`config.mk`:
```
export PLATFORM = sky130hd
export DESIGN_NAME = otsr_ctrl
export DESIGN_NICKNAME = d
export VERILOG_FILES = /design/src/hdl/otsr_pkg.sv /design/src/hdl/otsr_ctrl.sv
export SDC_FILE = /design/constraint.sdc
export NUM_CORES = 1
export LEC_CHECK = 0
export ABC_AREA = 1
export BUFFER_PORTS_ARGS = -buffer_cell sky130_fd_sc_hd__clkbuf_2
export CAP_MARGIN = 20
export CORE_MARGIN = 3
export CORE_UTILIZATION = 30
export CTS_CLUSTER_DIAMETER = 50
export DETAILED_ROUTE_END_ITERATION = 10
export GPL_TIMING_DRIVEN = 0
export REMOVE_ABC_BUFFERS = 1
export SLEW_MARGIN = 20
export SYNTH_ARGS = -nofsm -noshare
export SYNTH_HDL_FRONTEND = slang
export SYNTH_SLANG_ARGS = --single-unit
```
`constraint.sdc`:
```
create_clock -name clk -period 2.3 [get_ports clk]
set_input_delay 0.115 -clock clk [delete_from_list [all_inputs] [get_ports clk]]
set_output_delay 0.115 -clock clk [all_outputs]
set_load 0.1 [all_outputs]
```
`src/hdl/otsr_pkg.sv`:
```
package otsr_pkg;

  localparam int ID_W   = 16;
  localparam int DUR_W  = 16;
  localparam int TOT_W  = 22;
  localparam int OKEY_W = 64;

  typedef enum logic [1:0] {
    REQ_ADD  = 2'd0,
    REQ_DEL  = 2'd1,
    REQ_PLAY = 2'd2,
    REQ_SORT = 2'd3
  } req_t;

  localparam logic [1:0] STAT_OK       = 2'd0;
  localparam logic [1:0] STAT_FULL     = 2'd1;
  localparam logic [1:0] STAT_EMPTY    = 2'd2;
  localparam logic [1:0] STAT_NOTFOUND = 2'd3;

  typedef enum logic [3:0] {
    ST_IDLE,
    ST_DECIDE,
    ST_DEL_RD,
    ST_DEL_EV,
    ST_DEL_SH,
    ST_DEL_SW,
    ST_PLAY_RD,
    ST_PLAY_EV,
    ST_PLAY_WAIT,
    ST_SRT_RD,
    ST_SRT_EV,
    ST_SRT_EMIT,
    ST_SRT_WAIT,
    ST_WAIT
  } state_t;

  typedef struct packed {
    logic       load_req;
    logic       ptr_clr;
    logic       ptr_inc;
    logic       rd_next;
    logic       do_add;
    logic       emit_stat;
    logic [1:0] stat;
    logic       emit_play;
    logic       del_hit;
    logic       shift_wr;
    logic       del_done;
    logic       srt_start;
    logic       pass_start;
    logic       srt_eval;
    logic       srt_emit;
  } cmd_t;

  typedef struct packed {
    req_t req;
    logic full;
    logic ids_out;
    logic empty;
    logic hit;
    logic scan_end;
    logic shift_more;
    logic out_busy;
    logic out_last;
  } sts_t;

endpackage

```
`src/hdl/otsr_ctrl.sv`:
```
module otsr_ctrl (
  input  logic             clk,
  input  logic             rst_n,
  input  logic             in_valid,
  output logic             in_stall,
  input  otsr_pkg::sts_t   sts,
  output otsr_pkg::cmd_t   cmd
);

  otsr_pkg::state_t state_r;
  otsr_pkg::state_t state_nxt;

  always_ff @(posedge clk) begin
    if (!rst_n) begin
      state_r <= otsr_pkg::ST_IDLE;
    end else begin
      state_r <= state_nxt;
    end
  end

  assign in_stall = !((state_r == otsr_pkg::ST_IDLE) && !sts.out_busy);

  always_comb begin
    state_nxt = state_r;
    cmd       = '0;
    unique case (state_r)
      otsr_pkg::ST_IDLE: begin
        if (in_valid && !in_stall) begin
          cmd.load_req = 1'b1;
          state_nxt    = otsr_pkg::ST_DECIDE;
        end
      end
      otsr_pkg::ST_DECIDE: begin
        if (sts.req == otsr_pkg::REQ_ADD) begin
          if (sts.full || sts.ids_out) begin
            cmd.emit_stat = 1'b1;
            cmd.stat      = otsr_pkg::STAT_FULL;
          end else begin
            cmd.do_add = 1'b1;
          end
          state_nxt = otsr_pkg::ST_WAIT;
        end else if (sts.empty) begin
          cmd.emit_stat = 1'b1;
          cmd.stat      = otsr_pkg::STAT_EMPTY;
          state_nxt     = otsr_pkg::ST_WAIT;
        end else begin
          cmd.ptr_clr = 1'b1;
          unique case (sts.req)
            otsr_pkg::REQ_DEL:  state_nxt = otsr_pkg::ST_DEL_RD;
            otsr_pkg::REQ_PLAY: state_nxt = otsr_pkg::ST_PLAY_RD;
            default: begin
              cmd.srt_start  = 1'b1;
              cmd.pass_start = 1'b1;
              state_nxt      = otsr_pkg::ST_SRT_RD;
            end
          endcase
        end
      end
      otsr_pkg::ST_DEL_RD: begin
        state_nxt = otsr_pkg::ST_DEL_EV;
      end
      otsr_pkg::ST_DEL_EV: begin
        if (sts.hit) begin
          cmd.del_hit = 1'b1;
          state_nxt   = otsr_pkg::ST_DEL_SH;
        end else if (sts.scan_end) begin
          cmd.emit_stat = 1'b1;
          cmd.stat      = otsr_pkg::STAT_NOTFOUND;
          state_nxt     = otsr_pkg::ST_WAIT;
        end else begin
          cmd.ptr_inc = 1'b1;
          state_nxt   = otsr_pkg::ST_DEL_RD;
        end
      end
      otsr_pkg::ST_DEL_SH: begin
        if (sts.shift_more) begin
          cmd.rd_next = 1'b1;
          state_nxt   = otsr_pkg::ST_DEL_SW;
        end else begin
          cmd.del_done = 1'b1;
          state_nxt    = otsr_pkg::ST_WAIT;
        end
      end
      otsr_pkg::ST_DEL_SW: begin
        cmd.shift_wr = 1'b1;
        cmd.ptr_inc  = 1'b1;
        state_nxt    = otsr_pkg::ST_DEL_SH;
      end
      otsr_pkg::ST_PLAY_RD: begin
        state_nxt = otsr_pkg::ST_PLAY_EV;
      end
      otsr_pkg::ST_PLAY_EV: begin
        cmd.emit_play = 1'b1;
        cmd.ptr_inc   = 1'b1;
        state_nxt     = otsr_pkg::ST_PLAY_WAIT;
      end
      otsr_pkg::ST_PLAY_WAIT: begin
        if (!sts.out_busy) begin
          state_nxt = sts.out_last ? otsr_pkg::ST_IDLE : otsr_pkg::ST_PLAY_RD;
        end
      end
      otsr_pkg::ST_SRT_RD: begin
        state_nxt = otsr_pkg::ST_SRT_EV;
      end
      otsr_pkg::ST_SRT_EV: begin
        cmd.srt_eval = 1'b1;
        cmd.ptr_inc  = 1'b1;
        state_nxt    = sts.scan_end ? otsr_pkg::ST_SRT_EMIT : otsr_pkg::ST_SRT_RD;
      end
      otsr_pkg::ST_SRT_EMIT: begin
        cmd.srt_emit = 1'b1;
        state_nxt    = otsr_pkg::ST_SRT_WAIT;
      end
      otsr_pkg::ST_SRT_WAIT: begin
        if (!sts.out_busy) begin
          if (sts.out_last) begin
            state_nxt = otsr_pkg::ST_IDLE;
          end else begin
            cmd.ptr_clr    = 1'b1;
            cmd.pass_start = 1'b1;
            state_nxt      = otsr_pkg::ST_SRT_RD;
          end
        end
      end
      otsr_pkg::ST_WAIT: begin
        if (!sts.out_busy) begin
          state_nxt = otsr_pkg::ST_IDLE;
        end
      end
      default: begin
        state_nxt = otsr_pkg::ST_IDLE;
      end
    endcase
  end

endmodule

```
==> flow_summary.toml, run 1 <==
[setup_path]
worst-r2r-cell-count = 7
critPathCaptureType = "output port"
critPathMaxFanout = 6
worstSetupStartpointType = "flip-flop"
timing.critical_path.slowest_stage_cell = "sky130_fd_sc_hd__clkbuf_2"
worstPathRequired_ps = 2180
timing_worst_setup_path_type = "flip-flop to output port"
timing.critical_path.cells = "inv_1 -> nor2_1 -> nand2_1 -> nor2_1 -> inv_1 -> o21ai_1 -> clkbuf_2"
cpPeakStageDelay_ps = 470
worst_ep_arrival_ps = 1910

[worst_hold_path]
hold-path-cell-count = 3
worstHoldPathType = "primary input to flip-flop"

[floorplanning]
boundaryPins = 30
die_height_um = 49.8
placementRows = 15
core-area_um2 = 1760
floorplan.die_area_um2 = 2480
die_width_um = 49.8
initial_utilization = 0.326

[clock_tree]
htree_num_levels = 1
cts-root-to-sink-buffers = 2
holdBufCountCts = 0
cts_repair_resize_count = 0
worstSkewPairLatency_ps = 230
post_cts_setup_inserts = 0
ctsRootBufferMaster = "sky130_fd_sc_hd__clkbuf_4"
cts_inserted_buffers = 3
tritoncts_clock_tree = "done"
number_of_sinks_handled_by_clock_tree_synthesis = 4
clk_pin_slew_ps = 30

[pwr]
worst_vdd_drop_v = 0.000704
total_leakage_power_nw = 0.495
pwr_density_cell_nw_per_um2 = 1260
design_power_total_mw = 0.979

[run]
maxCapViolCount = 0

[cells_and_area]
largest_register_ff_count = 4
flow.area_growth_from_synthesis_pct = 34.6
final_layout_size_suffix_gt1_frac = 0.230
reg_top3 = "state_r x4"
n_antenna_cell = 0
finish.net_count = 168
top_reg_by_flops = "state_r"
instances_no_fill = 177

[drt]
drt-pass1-iter-count = 4
routed_wl_mm = 1.57
drc = 0
antenna_left = 0
vias = 796
route.detailed.wl_per_inst_um = 8.85
initialDrtViolationCount = 12
vias_per_cell = 4.50

[timing]
setup_violations = 0
finalWorstPathRequiredPeriod_ps = 2030
max_freq_mhz = 493
worst_slew_margin_rel = 0.636
finalCritPeriodShare = 0.881
timing.final.ws_setup_ps = 274
post_route_clock_skew_ps = 2.74
number_of_max_slew_violations_in_the_final_report = 0
worst_pin_slew_ps = 548
rsz0062_at_grt = "false"
finalHoldViolations = 0

[yosys]
synthDistinctLibCells = 16
synthDominantCellAreaShare = 0.241
synth.area.top_cells = "sky130_fd_sc_hd__nand2_1, sky130_fd_sc_hd__nor2_1, sky130_fd_sc_hd__inv_1, sky130_fd_sc_hd__dfxtp_1, sky130_fd_sc_hd__nand3_1"
ys_ff_latch = 4
yosysWarningCount = 0
yosysTopAreaCell = "sky130_fd_sc_hd__nand2_1"
syn-cell-area_um2 = 576
postSynthCellCount = 120
postSynthAreaPerCell_um2 = 4.80
synth.yosys.seq_area_share = 0.139

[outcome]
outcome = "complete, no violations"

[global_route]
antenna_found_initial = 0
vias_in_the_first_global_route = 739
global_route_wire_length_before_repair_mm = 2.82
grt_start_max_net_pins = 8
globalRouteTotalUtil = 0.143
overflow = 0

[place]
place.detailed.hpwl_mm = 1.38
place_congestion = 0.861
place.detailed.instances = 174
port-buffer-count = 29
post-place-ws_ps = 505
==> power breakdown <==
part | switching, mW | internal, mW
clock | 0.0256 | 0.0582
combinational | 0.610 | 0.154
sequential | 0.0380 | 0.0929
total | 0.674 | 0.305
==> synthesized netlist by cell type <==
master and count:
sky130_fd_sc_hd__nor2_2 2, sky130_fd_sc_hd__dfxtp_1 4, sky130_fd_sc_hd__o21ai_1 2, sky130_fd_sc_hd__nand4_1 1
sky130_fd_sc_hd__a21oi_1 4, sky130_fd_sc_hd__o21ai_0 1, sky130_fd_sc_hd__inv_1 24, sky130_fd_sc_hd__a21oi_2 1
sky130_fd_sc_hd__nor2_1 27, sky130_fd_sc_hd__o211ai_1 1, sky130_fd_sc_hd__nor3b_1 1, sky130_fd_sc_hd__nand3_1 11
sky130_fd_sc_hd__nor3_1 1, sky130_fd_sc_hd__ha_1 1, sky130_fd_sc_hd__o31ai_1 2, sky130_fd_sc_hd__nand2_1 37
==> worst max-delay path, delay by kind of cell (launching register included) <==
kind | cells | cell delay [ps]
buffers and inverters | 3 | 650
and+or+nand+nor | 3 | 520
DFF | 1 | 400
AOI/OAI and AO/OA | 1 | 110
==> layer usage <==
| metal | global-route usage | vias to the layer above | part of all wire |
|---|---|---|---|
| li1 | - | 437 | - |
| met1 | 0.172 | 327 | 0.44 |
| met2 | 0.247 | 30 | 0.49 |
| met3 | 0.0121 | 2 | 0.065 |
| met4 | 0.0783 | 0 | 0.0057 |
| met5 | 0 | - | 0 |
==> cell families (layout without fill, tap and decap cells) <==
logic type,Yosys count,after routing,share of synthesized area
AND/OR/NAND/NOR,80,80,0.567
AO/OA/AOI/OAI,11,11,0.115
adder cells (fa/ha/maj),1,1,0.0217
buffers and inverters,24,56,0.157
flip-flops,4,4,0.139
==> layout by cell type, fill, tap and decap left out <==
master                     netlist  routed
sky130_fd_sc_hd__nand2_1        37      37
sky130_fd_sc_hd__clkbuf_2        0      29
sky130_fd_sc_hd__nor2_1         27      27
sky130_fd_sc_hd__inv_1          24      24
sky130_fd_sc_hd__nand3_1        11      11
sky130_fd_sc_hd__a21oi_1         4       4
sky130_fd_sc_hd__dfxtp_1         4       4
sky130_fd_sc_hd__clkbuf_4        0       3
sky130_fd_sc_hd__nor2_2          2       2
sky130_fd_sc_hd__o31ai_1         2       2
sky130_fd_sc_hd__o21ai_1         2       2
sky130_fd_sc_hd__nand4_1         1       1
sky130_fd_sc_hd__o21ai_0         1       1
sky130_fd_sc_hd__a21oi_2         1       1
sky130_fd_sc_hd__o211ai_1        1       1
sky130_fd_sc_hd__nor3b_1         1       1
sky130_fd_sc_hd__nor3_1          1       1
sky130_fd_sc_hd__ha_1            1       1
==> stage by stage <==
| step | utilization | instance area, um2 | hold slack [ps] | setup TNS (ps) |
|---|---|---|---|---|
| final | 0.439 | 774 | 145 | 0 |
| after global routing | 0.439 | 774 | 161 | 0 |
| after global placement | 0.426 | 752 | 373 | 0 |
| after floorplan | - | 576 | 247 | -3380 |
| after detailed placement | 0.426 | 752 | 375 | 0 |
| after CTS | 0.439 | 774 | 137 | 0 |
==> worst paths after layout <==
path / start / end / slack, ps
worst max-delay path: state_r[0] / cmd[2] / 270
worst min-delay path: rst_n / state_r[2] / 150
worst max register to register: state_r[2] / state_r[1] / 1010
worst min register to register: state_r[3] / state_r[3] / 560
==> cell type report <==
class	count	area [um2]
Tap cell	25	31.3
Sequential cell	4	80.1
Fill cell	206	990
Clock buffer	3	22.5
Multi-Input combinational cell	92	405
Inverter	24	90.1
Timing Repair Buffer	29	145
Note: power is estimated with default switching activity, not from simulation.
==> run 2, diff against run 1 <==
--- a/config.mk
+++ b/config.mk
@@ -6,12 +6,12 @@
 export NUM_CORES = 1
 export LEC_CHECK = 0
 export ABC_AREA = 1
-export BUFFER_PORTS_ARGS = -buffer_cell sky130_fd_sc_hd__clkbuf_2
 export CAP_MARGIN = 20
 export CORE_MARGIN = 3
 export CORE_UTILIZATION = 30
 export CTS_CLUSTER_DIAMETER = 50
 export DETAILED_ROUTE_END_ITERATION = 10
+export DONT_BUFFER_PORTS = 1
 export GPL_TIMING_DRIVEN = 0
 export REMOVE_ABC_BUFFERS = 1
 export SLEW_MARGIN = 20
==> flow_summary.toml, run 2 (synthesis results as in run 1) <==
[outcome]
outcome = "complete, no violations"

[drt]
initialDrtViolationCount = 26
antenna_left = 0
vias_per_cell = 4.78
route.detailed.wl_per_inst_um = 10.3
vias = 731
routed_wl_mm = 1.58
drc = 0
drt-pass1-iter-count = 4

[cells_and_area]
instances_no_fill = 153
flow.area_growth_from_synthesis_pct = 36.5
reg_top3 = "state_r x4"
fillCellCount = 198
top_reg_by_flops = "state_r"
utilization = 0.445
final_cell_area_um2 = 786
final_layout_size_suffix_gt1_frac = 0.195
largest_register_ff_count = 4
finish.net_count = 144
n_antenna_cell = 0
layout.cells.most_common_list = "sky130_fd_sc_hd__nand2_1, sky130_fd_sc_hd__inv_1, sky130_fd_sc_hd__nor2_1"
most_common_library_cell_in_the_layout_ignoring_fill_and_taps = "sky130_fd_sc_hd__nand2_1"

[clock_tree]
cts_inserted_buffers = 3
worstSkewPairLatency_ps = 230
ctsRootBufferMaster = "sky130_fd_sc_hd__clkbuf_4"
holdBufCountCts = 0
number_of_sinks_handled_by_clock_tree_synthesis = 4
tritoncts_clock_tree = "done"
cts-root-to-sink-buffers = 2
htree_num_levels = 1
post_cts_setup_inserts = 0
clk_pin_slew_ps = 30

[global_route]
globalRouteTotalUtil = 0.133
antenna_found_initial = 0
global_route_wire_length_before_repair_mm = 2.70
overflow = 0
grt_start_max_net_pins = 8
vias_in_the_first_global_route = 716

[pwr]
pwr_density_cell_nw_per_um2 = 1290
worst_vdd_drop_v = 0.000722
design_power_total_mw = 1.01
total_leakage_power_nw = 0.406

[floorplanning]
die_width_um = 49.8
core-area_um2 = 1760
placementRows = 15
initial_utilization = 0.326
die_height_um = 49.8
floorplan.die_area_um2 = 2480
boundaryPins = 30

[timing]
finalSetupTns_ps = 0
timing.final.ws_setup_ps = 114
finalHoldViolations = 0
worst_slew_margin_rel = 0.274
post_route_clock_skew_ps = 1.85
worst_pin_slew_ps = 1090
holdWs_ps = 23.6
finalWorstPathRequiredPeriod_ps = 2190
max_freq_mhz = 458
setup_violations = 0
number_of_max_slew_violations_in_the_final_report = 0
finalCritPeriodShare = 0.950

[setup_path]
timing_worst_setup_path_type = "flip-flop to output port"
critPathMaxFanout = 6
worstPathRequired_ps = 2180
worst_ep_arrival_ps = 2070
critPathCaptureType = "output port"
worstSetupStartpointType = "flip-flop"

[place]
post-place-ws_ps = -265
place.detailed.hpwl_mm = 1.34
post_dp_cell_area_um2 = 731
port-buffer-count = 0
place.detailed.instances = 150
place_congestion = 0.818

[worst_hold_path]
worstHoldPathType = "primary input to flip-flop"

[run]
maxCapViolCount = 0
-- run 2: cell types whose count changed in the layout (fill, tap and decap cells not counted), sizes merged --
cell / change
clkbuf: -29
buf: +5
-- run 2: worst max-delay path, stage by stage, from the launching register on --
cell and delay [ps]:
sky130_fd_sc_hd__dfxtp_1 400, sky130_fd_sc_hd__inv_1 130, sky130_fd_sc_hd__nor2_2 190, sky130_fd_sc_hd__nand2_2 170, sky130_fd_sc_hd__o31ai_4 950
-- run 2: final cells by class --
cell class	count	area [um2]	area share
Multi-Input combinational cell	92	495	0.631
Inverter	24	90.1	0.115
Sequential cell	4	80.1	0.102
Tap cell	25	31.3	0.0398
Clock buffer	3	22.5	0.0287
Timing Repair Buffer	5	66.3	0.0844
-- run 2: per-layer routing --
metal,vias up,track usage,share of wire
li1,386,-,-
met1,311,0.159,0.44
met2,34,0.225,0.49
met3,0,0.0363,0.073
met4,0,0.0507,0
met5,-,0,0
-- run 2: power breakdown --
part	internal, mW	switching [mW]	total (mW)
Sequential	0.0930	0.0388	0.132
Combinational	0.146	0.654	0.800
Clock	0.0581	0.0249	0.0830
-- run 2: final timing paths --
path / start / slack (ps) / cells past startpoint / endpoint
setup / recovery: state_r[0] / 110 / 4 / cmd[8]
setup reg to reg: state_r[2] / 210 / 9 / state_r[3]
hold reg to reg: state_r[3] / 560 / 2 / state_r[3]
hold / removal: rst_n / 20 / 2 / state_r[0]
-- run 2: repair_timing --
action,4_1_cts,5_1_grt
pin swaps,1,2
endpoints found under the setup margin,3,6
resized for setup,5,3
cloned,0,0
==> run 3, diff against run 2 <==
==> constraint.sdc (replaced) <==
create_clock -name clk -period 2.3 [get_ports clk]
set_input_delay 0.46 -clock clk [delete_from_list [all_inputs] [get_ports clk]]
set_output_delay 0.46 -clock clk [all_outputs]
set_load 0.1 [all_outputs]
==> flow_summary.toml, run 3 (synthesis results as in run 1) <==
[cells_and_area]
reg_top3 = "state_r x4"
finish.net_count = 147
utilization = 0.491
multiInputGateArea_um2 = 549
n_antenna_cell = 0
most_common_library_cell_in_the_layout_ignoring_fill_and_taps = "sky130_fd_sc_hd__nand2_1"
regArea_um2 = 85.1
largest_register_ff_count = 4
top_reg_by_flops = "state_r"
fillCellCount = 192
layout.cells.most_common_list = "sky130_fd_sc_hd__nand2_1, sky130_fd_sc_hd__inv_1, sky130_fd_sc_hd__nor2_1"
flow.area_growth_from_synthesis_pct = 50.7
final_layout_size_suffix_gt1_frac = 0.260

[floorplanning]
core-area_um2 = 1760
die_width_um = 49.8
die_height_um = 49.8
placementRows = 15
floorplan.die_area_um2 = 2480
boundaryPins = 30
initial_utilization = 0.326

[drt]
vias_per_cell = 4.83
initialDrtViolationCount = 18
drc = 0
route.detailed.wl_per_inst_um = 10.7
drt-pass1-iter-count = 4
vias = 754
antenna_left = 0
routed_wl_mm = 1.67

[timing]
holdWs_ps = 373
rsz0062_at_grt = "false"
finalSetupTns_ps = 0
finalHoldViolations = 0
worst_slew_margin_rel = 0.293
post_route_clock_skew_ps = 2.34
max_freq_mhz = 449
number_of_max_slew_violations_in_the_final_report = 0
setup_violations = 0
finalWorstPathRequiredPeriod_ps = 2220
worst_pin_slew_ps = 1060
finalCritPeriodShare = 0.967

[setup_path]
worstPathRequired_ps = 1840
rr_endpoint = "state_r[3]"
worstSetupStartpointType = "primary input"
reg2reg_slack_ps = 550
critPathMaxFanout = 4
worst_ep_arrival_ps = 1760
critPathCaptureType = "output port"
timing_worst_setup_path_type = "primary input to output port"
worst_r2r_startpoint = "state_r[2]"
worst-r2r-cell-count = 9

[outcome]
outcome = "complete, no violations"

[global_route]
vias_in_the_first_global_route = 728
antenna_found_initial = 0
global_route_wire_length_before_repair_mm = 2.86
overflow = 0
grt_start_max_net_pins = 8
globalRouteTotalUtil = 0.141

[worst_hold_path]
worstHoldPathType = "primary input to flip-flop"
hold-path-cell-count = 2
hp-start = "rst_n"
min_to = "state_r[0]"

[pwr]
pwr_density_cell_nw_per_um2 = 1320
total_leakage_power_nw = 0.425
worst_vdd_drop_v = 0.000817

[clock_tree]
tritoncts_clock_tree = "done"
htree_num_levels = 1
ctsRootBufferMaster = "sky130_fd_sc_hd__clkbuf_4"
clk_pin_slew_ps = 30
cts-root-to-sink-buffers = 2
number_of_sinks_handled_by_clock_tree_synthesis = 4
worstSkewPairLatency_ps = 230
cts_inserted_buffers = 3

[place]
port-buffer-count = 0
place_congestion = 0.818
place.detailed.hpwl_mm = 1.34

[run]
maxCapViolCount = 0
==> run 3: cell types whose count changed in the layout (fill, tap and decap cells not counted), moves of 2 or more <==
cell	change
sky130_fd_sc_hd__nor2_4	+5
sky130_fd_sc_hd__dfxtp_1	-2
sky130_fd_sc_hd__nor2_2	-4
sky130_fd_sc_hd__buf_4	+3
==> run 3: metrics by stage <==
stage	instance area (um2)	setup WS, ps	instances	power [mW]
2_1_floorplan	576	-1200	120	0.765
6_report	867	75.0	156	1.14
4_1_cts	838	4.74	156	1.11
5_1_grt	867	8.12	156	1.23
3_3_place_gp	607	-1380	145	0.842
3_5_place_dp	731	-610	150	0.891
==> run 3: worst max-delay path by stage <==
stage,from,to,slack [ps],cells past startpoint
detailed placement,state_r[3],cmd[15],-610,5
global route,state_r[0],cmd[8],8,4
floorplan,sts[8],cmd[8],-1200,4
CTS,state_r[1],cmd[6],5,4
global placement,state_r[0],cmd[9],-1380,4
finish,sts[8],cmd[8],80,4
==> run 3: timing repair <==
item | in CTS | in global routing
buffers inserted | 3 | 0
hold buffers | 0 | 0
endpoints found under the setup margin | 10 | 7
pin swaps | 5 | 2
resized for setup | 17 | 6
==> run 3: layout make-up <==
type | instances | area share
sequential | 4 | 0.0981
tap | 25 | 0.0361
multi-input combinational | 92 | 0.633
inverter | 24 | 0.104
timing repair buffer | 8 | 0.102
clock buffer | 3 | 0.0260
==> run 3: report_power, final <==
group	internal [mW]	switching [mW]
registers	0.100	0.0469
logic	0.213	0.698
clock network	0.0582	0.0259
total	0.371	0.771
==> run 3: metal layers <==
metal / GRT usage / share of wire
met5: 0 / 0
met2: 0.247 / 0.51
met4: 0.0461 / 0
met1: 0.168 / 0.42
met3: 0.0332 / 0.072
==> run 3: critical path, stage by stage <==
cell and delay [ps]:
sky130_fd_sc_hd__inv_1 60, sky130_fd_sc_hd__ha_2 220, sky130_fd_sc_hd__inv_1 110, sky130_fd_sc_hd__o31ai_4 920
